--- src/rtl/core/abms_pkg.sv ---
// Package for the burst memory slave: sizes, codes, request structs and the
// range check. No dependencies; every other file of the block imports it.
`default_nettype none
package abms_pkg;

  localparam int MEM_BYTES = 65536;
  localparam int BUS_BYTES = 8;
  localparam int MAX_BEATS = 64;

  localparam int ADDR_W   = 32;
  localparam int ID_W     = 8;
  localparam int DATA_W   = 64;
  localparam int STRB_W   = 8;
  localparam int LIMIT_W  = 17;
  localparam int BYTES_W  = 4;
  localparam int BEATS_W  = 7;
  localparam int COUNT_W  = 6;

  localparam int LANES     = BUS_BYTES;
  localparam int LANE_W    = $clog2(LANES);
  localparam int ROW_DEPTH = MEM_BYTES / LANES;
  localparam int ROW_W     = $clog2(ROW_DEPTH);

  typedef enum logic [1:0] {
    MODE_READ  = 2'd0,
    MODE_WREQ  = 2'd1,
    MODE_WBEAT = 2'd2,
    MODE_NONE  = 2'd3
  } mode_t;

  localparam logic KIND_RDATA = 1'b0;
  localparam logic KIND_WRESP = 1'b1;

  typedef enum logic {
    ST_IDLE,
    ST_READ
  } state_t;

  typedef struct packed {
    logic               en;
    logic [ADDR_W-1:0]  addr;
    logic [BYTES_W-1:0] bytes;
    logic [STRB_W-1:0]  strobe;
    logic [DATA_W-1:0]  data;
  } wr_req_t;

  typedef struct packed {
    logic               en;
    logic [ADDR_W-1:0]  addr;
    logic [BYTES_W-1:0] bytes;
  } rd_req_t;

  // True when the whole beat lies below the effective limit, computed without wrap.
  function automatic logic beat_in_range(logic [ADDR_W-1:0] a, logic [BYTES_W-1:0] n,
                                         logic [LIMIT_W-1:0] lim);
    logic [ADDR_W:0]    sum;
    logic [LIMIT_W-1:0] eff;
    sum = {1'b0, a} + {{(ADDR_W+1-BYTES_W){1'b0}}, n};
    eff = (lim > LIMIT_W'(MEM_BYTES)) ? LIMIT_W'(MEM_BYTES) : lim;
    return sum <= {{(ADDR_W+1-LIMIT_W){1'b0}}, eff};
  endfunction

endpackage
`default_nettype wire

--- src/rtl/core/abms_ctrl.sv ---
// Control of the burst memory slave: limit register, open write burst, read
// beat sequencer and the result register. Depends on abms_pkg.
`default_nettype none
module abms_ctrl
  import abms_pkg::*;
(
  input  wire logic                clk,
  input  wire logic                rst_n,
  input  wire logic                start,
  output logic                     busy,
  input  wire logic [1:0]          in_mode,
  input  wire logic [ADDR_W-1:0]   in_address,
  input  wire logic [ID_W-1:0]     in_txn_id,
  input  wire logic [1:0]          in_beat_size_log2,
  input  wire logic [COUNT_W-1:0]  in_beat_count_minus_one,
  input  wire logic [STRB_W-1:0]   in_write_strobe,
  input  wire logic [DATA_W-1:0]   in_write_data,
  input  wire logic                in_write_last,
  input  wire logic                cfg_we,
  input  wire logic [LIMIT_W-1:0]  cfg_wdata,
  output wr_req_t                  wr,
  output rd_req_t                  rd,
  input  wire logic [DATA_W-1:0]   mem_rd_data,
  output logic                     out_valid,
  output logic                     out_kind,
  output logic      [ID_W-1:0]     out_resp_id,
  output logic      [DATA_W-1:0]   out_read_data,
  output logic                     out_last,
  output logic                     out_fault
);

  state_t             state_r, state_nxt;
  logic [LIMIT_W-1:0] limit_r;

  logic [ADDR_W-1:0]  burst_addr_r, burst_addr_nxt;
  logic [BYTES_W-1:0] burst_bytes_r, burst_bytes_nxt;
  logic [ID_W-1:0]    burst_id_r, burst_id_nxt;
  logic               burst_open_r, burst_open_nxt;
  logic [BEATS_W-1:0] beats_rem_r, beats_rem_nxt;
  logic               burst_err_r, burst_err_nxt;

  logic [ADDR_W-1:0]  rd_addr_r, rd_addr_nxt;
  logic [BYTES_W-1:0] rd_bytes_r, rd_bytes_nxt;
  logic [BEATS_W-1:0] rd_left_r, rd_left_nxt;
  logic [ID_W-1:0]    rd_id_r, rd_id_nxt;
  logic               rd_shape_r, rd_shape_nxt;

  logic               p1_valid_r, p1_valid_nxt;
  logic               p1_last_r, p1_last_nxt;
  logic               p1_ok_r, p1_ok_nxt;

  logic               out_valid_r, out_valid_nxt;
  logic               out_kind_r, out_kind_nxt;
  logic [ID_W-1:0]    out_id_r, out_id_nxt;
  logic [DATA_W-1:0]  out_data_r, out_data_nxt;
  logic               out_last_r, out_last_nxt;
  logic               out_fault_r, out_fault_nxt;

  logic               accept;
  logic [BYTES_W-1:0] req_bytes;
  logic [BEATS_W-1:0] req_beats;
  logic               shape_fault;
  logic               wr_ok;
  logic [BEATS_W-1:0] rem_dec;
  logic               final_beat;
  logic               err_beat;

  assign busy   = (state_r != ST_IDLE) || p1_valid_r;
  assign accept = start && !busy;

  always_comb begin
    req_bytes   = BYTES_W'(1) << in_beat_size_log2;
    req_beats   = BEATS_W'(in_beat_count_minus_one) + BEATS_W'(1);
    shape_fault = 1'b0;
    if (req_bytes > BYTES_W'(BUS_BYTES)) begin
      req_bytes   = BYTES_W'(BUS_BYTES);
      shape_fault = 1'b1;
    end
    if (req_beats > BEATS_W'(MAX_BEATS)) begin
      req_beats   = BEATS_W'(MAX_BEATS);
      shape_fault = 1'b1;
    end
  end

  assign wr_ok      = beat_in_range(burst_addr_r, burst_bytes_r, limit_r);
  assign rem_dec    = (beats_rem_r != '0) ? beats_rem_r - BEATS_W'(1) : beats_rem_r;
  assign final_beat = (rem_dec == '0);
  assign err_beat   = burst_err_r || !wr_ok || (in_write_last != final_beat);

  always_comb begin
    state_nxt       = state_r;
    burst_addr_nxt  = burst_addr_r;
    burst_bytes_nxt = burst_bytes_r;
    burst_id_nxt    = burst_id_r;
    burst_open_nxt  = burst_open_r;
    beats_rem_nxt   = beats_rem_r;
    burst_err_nxt   = burst_err_r;
    rd_addr_nxt     = rd_addr_r;
    rd_bytes_nxt    = rd_bytes_r;
    rd_left_nxt     = rd_left_r;
    rd_id_nxt       = rd_id_r;
    rd_shape_nxt    = rd_shape_r;
    p1_valid_nxt    = 1'b0;
    p1_last_nxt     = p1_last_r;
    p1_ok_nxt       = p1_ok_r;
    out_valid_nxt   = 1'b0;
    out_kind_nxt    = out_kind_r;
    out_id_nxt      = out_id_r;
    out_data_nxt    = out_data_r;
    out_last_nxt    = out_last_r;
    out_fault_nxt   = out_fault_r;

    wr        = '0;
    wr.addr   = burst_addr_r;
    wr.bytes  = burst_bytes_r;
    wr.strobe = in_write_strobe;
    wr.data   = in_write_data;
    rd        = '0;
    rd.addr   = rd_addr_r;
    rd.bytes  = rd_bytes_r;

    case (state_r)
      ST_IDLE: begin
        if (accept) begin
          case (mode_t'(in_mode))
            MODE_READ: begin
              rd_addr_nxt  = in_address;
              rd_bytes_nxt = req_bytes;
              rd_left_nxt  = req_beats;
              rd_id_nxt    = in_txn_id;
              rd_shape_nxt = shape_fault;
              state_nxt    = ST_READ;
            end
            MODE_WREQ: begin
              if (burst_open_r) begin
                out_valid_nxt = 1'b1;
                out_kind_nxt  = KIND_WRESP;
                out_id_nxt    = in_txn_id;
                out_data_nxt  = '0;
                out_last_nxt  = 1'b1;
                out_fault_nxt = 1'b1;
              end else begin
                burst_addr_nxt  = in_address;
                burst_bytes_nxt = req_bytes;
                burst_id_nxt    = in_txn_id;
                burst_open_nxt  = 1'b1;
                beats_rem_nxt   = req_beats;
                burst_err_nxt   = shape_fault;
              end
            end
            MODE_WBEAT: begin
              if (!burst_open_r) begin
                out_valid_nxt = 1'b1;
                out_kind_nxt  = KIND_WRESP;
                out_id_nxt    = in_txn_id;
                out_data_nxt  = '0;
                out_last_nxt  = 1'b1;
                out_fault_nxt = 1'b1;
              end else begin
                wr.en          = wr_ok;
                burst_addr_nxt = burst_addr_r + ADDR_W'(burst_bytes_r);
                beats_rem_nxt  = rem_dec;
                if (final_beat) begin
                  burst_open_nxt = 1'b0;
                  burst_err_nxt  = 1'b0;
                  out_valid_nxt  = 1'b1;
                  out_kind_nxt   = KIND_WRESP;
                  out_id_nxt     = burst_id_r;
                  out_data_nxt   = '0;
                  out_last_nxt   = 1'b1;
                  out_fault_nxt  = err_beat;
                end else begin
                  burst_err_nxt = err_beat;
                end
              end
            end
            default: begin
            end
          endcase
        end
      end
      ST_READ: begin
        rd.en        = 1'b1;
        p1_valid_nxt = 1'b1;
        p1_last_nxt  = (rd_left_r == BEATS_W'(1));
        p1_ok_nxt    = beat_in_range(rd_addr_r, rd_bytes_r, limit_r);
        rd_addr_nxt  = rd_addr_r + ADDR_W'(rd_bytes_r);
        rd_left_nxt  = rd_left_r - BEATS_W'(1);
        if (rd_left_r == BEATS_W'(1)) begin
          state_nxt = ST_IDLE;
        end
      end
      default: begin
        state_nxt = ST_IDLE;
      end
    endcase

    if (p1_valid_r) begin
      out_valid_nxt = 1'b1;
      out_kind_nxt  = KIND_RDATA;
      out_id_nxt    = rd_id_r;
      out_data_nxt  = p1_ok_r ? mem_rd_data : '0;
      out_last_nxt  = p1_last_r;
      out_fault_nxt = rd_shape_r || !p1_ok_r;
    end
  end

  always_ff @(posedge clk) begin
    if (!rst_n) begin
      state_r       <= ST_IDLE;
      limit_r       <= LIMIT_W'(MEM_BYTES);
      burst_addr_r  <= '0;
      burst_bytes_r <= '0;
      burst_id_r    <= '0;
      burst_open_r  <= 1'b0;
      beats_rem_r   <= '0;
      burst_err_r   <= 1'b0;
      rd_left_r     <= '0;
      p1_valid_r    <= 1'b0;
      out_valid_r   <= 1'b0;
    end else begin
      state_r       <= state_nxt;
      if (cfg_we) begin
        limit_r <= cfg_wdata;
      end
      burst_addr_r  <= burst_addr_nxt;
      burst_bytes_r <= burst_bytes_nxt;
      burst_id_r    <= burst_id_nxt;
      burst_open_r  <= burst_open_nxt;
      beats_rem_r   <= beats_rem_nxt;
      burst_err_r   <= burst_err_nxt;
      rd_left_r     <= rd_left_nxt;
      p1_valid_r    <= p1_valid_nxt;
      out_valid_r   <= out_valid_nxt;
    end
  end

  always_ff @(posedge clk) begin
    rd_addr_r   <= rd_addr_nxt;
    rd_bytes_r  <= rd_bytes_nxt;
    rd_id_r     <= rd_id_nxt;
    rd_shape_r  <= rd_shape_nxt;
    p1_last_r   <= p1_last_nxt;
    p1_ok_r     <= p1_ok_nxt;
    out_kind_r  <= out_kind_nxt;
    out_id_r    <= out_id_nxt;
    out_data_r  <= out_data_nxt;
    out_last_r  <= out_last_nxt;
    out_fault_r <= out_fault_nxt;
  end

  assign out_valid     = out_valid_r;
  assign out_kind      = out_kind_r;
  assign out_resp_id   = out_id_r;
  assign out_read_data = out_data_r;
  assign out_last      = out_last_r;
  assign out_fault     = out_fault_r;

endmodule
`default_nettype wire

--- config.mk ---
export PLATFORM = sky130hd
export DESIGN_NAME = abms_ctrl
export DESIGN_NICKNAME = d
export VERILOG_FILES = /design/src/rtl/core/abms_pkg.sv /design/src/rtl/core/abms_ctrl.sv
export SDC_FILE = /design/constraint.sdc
export NUM_CORES = 1
export LEC_CHECK = 0
export BUFFER_PORTS_ARGS = -buffer_cell sky130_fd_sc_hd__clkbuf_2
export CAP_MARGIN = 20
export CORE_AREA = 2 2 167 169
export CTS_CLUSTER_DIAMETER = 50
export CTS_CLUSTER_SIZE = 10
export DETAILED_ROUTE_END_ITERATION = 8
export DIE_AREA = 0 0 169 171
export PLACE_DENSITY_LB_ADDON = 0.12
export SLEW_MARGIN = 20
export SYNTH_ARGS = -nofsm -noshare
export SYNTH_HDL_FRONTEND = slang
export SYNTH_SLANG_ARGS = --single-unit
--- constraint.sdc ---
create_clock -name clk -period 4.79 [get_ports clk]
set_clock_uncertainty 0.1 [all_clocks]
set_input_delay 0.958 -clock clk [delete_from_list [all_inputs] [get_ports clk]]
set_output_delay 0.958 -clock clk [all_outputs]
set_load 0.02 [all_outputs]
==> reports/results.txt, run 1 <==
Die ar. -> 28,900 µm²
Htree depth -> 2
GRT Overall Usage -> 24.1%
Final setup viols -> 1
Vias per inst -> 5.59
Sink Count -> 202
Worst Path Required -> 3.73 ns
Clk pwr share -> 45.4%
Number of global-route vias before repair -> 9,821
Vias -> 10,400
Hold buffer count at cts -> 0
Synthesis Warnings -> 0
Reg2reg path depth -> 13
GP Congestion -> 0.856
Ports -> 431
Initial antenna violation count -> 0
Status -> complete, but fails checks
DP Worst Slack -> -0.132 ns
Crit path max fanout -> 3
Gr ovfl total -> 0
Site Rows -> 61
Crit. path cell count -> 17
Slowest CP cell -> or3_4
Worst setup margin -> -0.127 ns
IR drop worst, VDD -> 0.000222 V
F_max -> 203 MHz
Post-DP HPWL -> 26.5 mm
Routed len/inst -> 19.5 µm
Fin area -> 14,600 µm²
Switch share -> 27.4%
Number of synthesized flops with an enable pin -> 121
Final worst path period share -> 103%
P_int -> 0.00378 W
Max Root-Sink Buffers -> 3
Slew headroom -> 32.9%
ANT nets after route -> 0
Area of the mapped netlist -> 12,000 µm²
Initial DRC count -> 758
Wirelength, routed -> 36.2 mm
Max cap viols -> 0
Setup_tns -> -0.127 ns
CP startpoint kind -> flop
Combinational share of power -> 15.3%
Flops & latches, synth -> 202
Mean Syn Cell Area -> 9.54 µm²
Slew Limit Fails -> 0
PortBufs -> 286
Violated checks -> negative setup slack
Power per Cell Area -> 357 nW/µm²
Die Span Y -> 171 µm
Reg2reg start -> rd_bytes_r[1]
CTS tree -> yes
Reg2reg setup slack -> 0.80 ns
Synthesized Nets -> 1,523
Synth async-reset ratio -> 0%
Area grow syn2layout -> 21.1%
Post-DP Area -> 13,300 µm²
Clock root buffer -> clkbuf_16
Crit path kind -> reg2out
Leak Pwr -> 6.41 nW
Largest net degree at the start of global routing -> 88
Hold Fails Final Rpt -> 0
Setup crit end kind -> output pin
Minimum clock period -> 4.92 ns
Worst R2R End -> p1_ok_r
Nets@finish -> 1,742
Ys flop type -> edfxtp_1
Die X -> 169 µm
Seq/Total Area, Yosys -> 43.6%
N_diodes -> 0
CP max stage delay -> 0.40 ns
Total net switching power -> 0.00143 W
Crit path from -> burst_addr_r[0]
First-pass GRT wire length -> 54.6 mm
Worst slew pin tran -> 1.01 ns
CP top delay family -> simple AND/OR/NAND/NOR gates
Synth unique cells -> 76
Skew-Pair Late Insertion Delay -> 0.50 ns
Iteration count of the initial detailed-routing pass -> 7
Unrepaired setup endpoints after global routing -> yes
Initial Utilization -> 44.1%
Worst path bufs/invs -> 2
Crit path DAT -> 3.86 ns
Flop pwr share -> 39.3%
Critical Path, Cell by Cell -> ha_4 -> fa_2 -> a211oi_2 -> or2_1 -> or3_4 -> nor3_4 -> xor2_1 -> ha_1 -> a21oi_2 -> o21ai_2 -> o21bai_1 -> nor3_2 -> nor2_2 -> nor4_2 -> buf_4 -> and2_4 -> buf_8
Critical Path Sink -> wr[108]
Clk pin slew, worst setup/hold paths -> 0.05 ns
Post-Synthesis Cells -> 1,263
Share of layout cells above drive strength 1 -> 28.3%
Post-layout util -> 53.4%
Hold slack -> 0.387 ns
TritonCTS Buffers -> 34
Core Area -> 27,300 µm²
HP Class -> reg2reg
DRC -> 0
[how the worst min path moves through the flow]
stage / start / end / depth (start not counted)
after global placement: out_kind / out_kind / 2
final: burst_bytes_r[3] / burst_bytes_r[3] / 2
after CTS: out_kind / out_kind / 2
after floorplan: beats_rem_r[5] / beats_rem_r[5] / 2
after detailed placement: out_kind / out_kind / 2
after global routing: out_kind / out_kind / 2
[cell families after synthesis]
group	synth area share (%)
xor gates and xnor gates	4.00
DFF	43.6
adders and majority gates	5.53
and+or+nand+nor	21.9
muxes	4.77
buffers and inverters	7.63
AOI/OAI and AO/OA	12.5
[placed cells by master, fill, tap and decap left out, types with 14 or more instances in the layout]
master	count
clkbuf_2	284
edfxtp_1	121
nor2_1	100
nand2_1	85
a21oi_1	77
dfxtp_1	77
and3_1	75
o21ai_0	49
ha_1	48
mux2i_1	45
nor2b_1	43
xnor2_1	37
clkbuf_16	37
nand4_1	35
buf_4	34
inv_1	29
nor3_1	28
nand3_1	26
and2_1	25
xor2_1	17
a21o_1	17
o22ai_1	14
[power by group through the flow]
stage / registers, W / logic, W / clock network (W)
2_1_floorplan: 0.00215 / 0.000516 / 0
3_3_place_gp: 0.00208 / 0.000779 / 0
3_5_place_dp: 0.00208 / 0.000785 / 0
4_1_cts: 0.00204 / 0.000798 / 0.00242
5_1_grt: 0.00206 / 0.000879 / 0.00249
6_report: 0.00205 / 0.000798 / 0.00237
[synth_stat cells, types with 11 or more instances]
cell	count	share of area, %
ha_1	50	5.2
nand3_1	26	1.1
clkbuf_1	62	1.9
dfxtp_1	81	13
buf_4	73	4.6
nand2_1	85	2.6
mux2_2	11	1.0
a21o_1	17	1.1
o21ai_0	50	2.1
a21oi_1	78	3.2
nor3_1	30	1.2
and3_1	75	3.9
nor2_1	101	3.1
and2_1	26	1.4
nor2b_1	43	2.2
xor2_1	17	1.2
xnor2_1	38	2.8
edfxtp_1	121	30
mux2i_1	45	3.7
nand4_1	35	1.8
o22ai_1	14	0.73
nor4_1	11	0.57
inv_1	29	0.90
[layout make-up]
| cell class | instances | area, µm² |
|---|---|---|
| clock buffers | 51 | 1010 |
| multi-input cells | 890 | 5950 |
| flip-flops and latches | 202 | 5260 |
| well taps | 346 | 433 |
| fillers | 2556 | 12700 |
| clock inverters | 10 | 95.1 |
| inverters | 32 | 120 |
| repair buffers | 322 | 1720 |
[worst min-delay path, delay by kind of cell, from the launching register on]
family	cells	cell delay, ns
compound gates	1	0.06
flops	1	0.32
simple gates	1	0.05
[routing by layer]
metal | vias up | global-route usage (%) | share of wire (%)
met5 | - | 0 | 0
li1 | 4962 | - | -
met1 | 4921 | 29.9 | 42
met2 | 394 | 41.1 | 48
met3 | 88 | 4.81 | 6.4
met4 | 0 | 9.59 | 3.6
[registers in the layout (all words and copies together) (netlist names), 4 cells and up]
signal	cells
beats_rem_r	7
burst_addr_r	32
burst_bytes_r	4
burst_id_r	8
limit_r	17
out_read_data	64
out_resp_id	8
rd_addr_r	32
rd_bytes_r	4
rd_id_r	8
rd_left_r	7
[repair_timing]
item	in CTS	in global routing
endpoints found under the setup margin	1	1
pin swaps	7	5
buffers inserted	6	2
gates resized for setup	16	6
[metrics by stage]
| step | power [W] | instances |
|---|---|---|
| after floorplan | 0.00266 | 1263 |
| after global placement | 0.00285 | 1784 |
| after detailed placement | 0.00286 | 1784 |
| after CTS | 0.00526 | 1851 |
| after global routing | 0.00542 | 1853 |
| final | 0.00521 | 1853 |
Note: power is estimated with default switching activity, not from simulation.
==> run 2: changes to the inputs <==
- CORE_AREA: 2 2 167 169 -> 2 2 170 172
- CTS_BUF_LIST: not set -> sky130_fd_sc_hd__clkbuf_8
- DIE_AREA: 0 0 169 171 -> 0 0 172 174
==> reports/results.txt, run 2 (synthesis gave the netlist of run 1 again) <==
Violated checks -> negative setup slack
Power Total -> 0.00444 W
Initial DRC count -> 589
First-pass GRT wire length -> 54.7 mm
TritonCTS Buffers -> 34
Htree depth -> 2
Number of flip-flops in the largest register -> 64
Max cap viols -> 0
Crit path DAT -> 3.82 ns
Final worst path period share -> 102%
Clock root buffer -> clkbuf_8
Commonest cells after routing, fill and taps aside -> clkbuf_2, edfxtp_1, nor2_1
Slew headroom -> 31.8%
ANT nets after route -> 0
Minimum clock period -> 4.88 ns
GP Congestion -> 0.918
Initial Utilization -> 42.6%
HP Class -> reg2reg
Die ar. -> 29,900 µm²
Wirelength, routed -> 36.5 mm
Hold Fails Final Rpt -> 0
Crit path max fanout -> 3
CP startpoint kind -> flop
Slew Limit Fails -> 0
Die X -> 172 µm
Core Area -> 28,200 µm²
Filler cell count -> 2,766
Status -> complete, but fails checks
Worst R2R End -> p1_ok_r
Setup_tns -> -0.0870 ns
Leak Pwr -> 6.23 nW
Post-DP HPWL -> 27.0 mm
Reg2reg setup slack -> 0.94 ns
Final setup viols -> 1
Crit path from -> burst_bytes_r[0]
CTS tree -> yes
N_diodes -> 0
Power per Cell Area -> 313 nW/µm²
Largest net degree at the start of global routing -> 88
Worst setup margin -> -0.0870 ns
DRC -> 0
Iteration count of the initial detailed-routing pass -> 5
Post-layout util -> 50.3%
Ports -> 431
Crit path kind -> reg2out
Unrepaired setup endpoints after global routing -> yes
Hold buffer count at cts -> 0
Skew-Pair Late Insertion Delay -> 0.53 ns
Max Root-Sink Buffers -> 3
Nets@finish -> 1,743
Die Span Y -> 174 µm
Routed len/inst -> 19.3 µm
Share of layout cells above drive strength 1 -> 28.4%
Number of global-route vias before repair -> 9,622
GRT Overall Usage -> 23.4%
Clk pin slew, worst setup/hold paths -> 0.07 ns
Critical Path Sink -> wr[108]
Initial antenna violation count -> 0
Sink Count -> 202
Vias per inst -> 5.42
Worst slew pin tran -> 1.02 ns
Site Rows -> 62
Reg2reg path depth -> 14
Setup crit end kind -> output pin
Vias -> 10,300
Gr ovfl total -> 0
F_max -> 205 MHz
Area grow syn2layout -> 18.0%
PortBufs -> 286
Worst Path Required -> 3.73 ns
Reg2reg start -> rd_addr_r[0]
IR drop worst, VDD -> 0.000161 V
Commonest non-fill, non-tap cell in the layout -> clkbuf_2
run 2: layout make-up:
class	instances	area [µm²]	share of cell area [%]
multi-input cells	890	5950	41.9
inverters	32	120	0.845
flip-flops and latches	202	5260	37.0
clock buffers	35	482	3.39
well taps	384	480	3.38
clock inverters	26	194	1.36
repair buffers	323	1720	12.1
run 2: what timing repair did:
action / in CTS / in global routing
pin swaps: 9 / 5
resized for setup: 14 / 6
setup endpoints to repair: 1 / 1
buffers inserted: 6 / 0
run 2: power by group:
group	total (W)	internal [W]	switching, W
registers	0.00204	0.00195	0.0000861
clock network	0.00159	0.000810	0.000784
logic	0.000810	0.000312	0.000499
total	0.00444	0.00308	0.00137
run 2: how the worst min path moves through the flow:
| stage | end | startpoint | slack (ns) | depth (start not counted) |
|---|---|---|---|---|
| 3_5_place_dp | out_kind | out_kind | 0.37 | 2 |
| 4_1_cts | out_kind | out_kind | 0.38 | 2 |
| 6_report | out_kind | out_kind | 0.38 | 2 |
| 5_1_grt | out_kind | out_kind | 0.39 | 2 |
| 3_3_place_gp | out_kind | out_kind | 0.35 | 2 |
| 2_1_floorplan | beats_rem_r[5] | beats_rem_r[5] | 0.37 | 2 |
run 2: metrics by stage:
stage | hold slack (ns) | cell area [µm²] | worst slack (ns) | std cells
6_report | 0.379 | 14200 | -0.0870 | 1892
5_1_grt | 0.393 | 14200 | -0.359 | 1892
4_1_cts | 0.384 | 14200 | -0.149 | 1892
3_5_place_dp | 0.367 | 13400 | -0.0574 | 1825
3_3_place_gp | 0.354 | 13400 | 0.0511 | 1825
2_1_floorplan | 0.375 | 12000 | 0.246 | 1263
run 2: worst max-delay path, stage by stage, from the launching register on:
cell      delay [ns]
dfxtp_2         0.36
ha_4            0.15
fa_2            0.21
a211oi_2        0.08
or2_4           0.25
or3_4           0.40
nor3_4          0.17
xor2_2          0.17
ha_1            0.27
a21oi_2         0.13
o21ai_1         0.09
o21bai_1        0.16
nor3_2          0.13
nor2_2          0.09
nor4_4          0.30
and2_1          0.17
clkbuf_8        0.15
run 2: metal layers:
layer / GRT usage (%) / wire [µm]
met5: 0 / 0
met3: 4.53 / 2570
met2: 38.8 / 17000
met4: 8.79 / 1300
met1: 30.2 / 15600
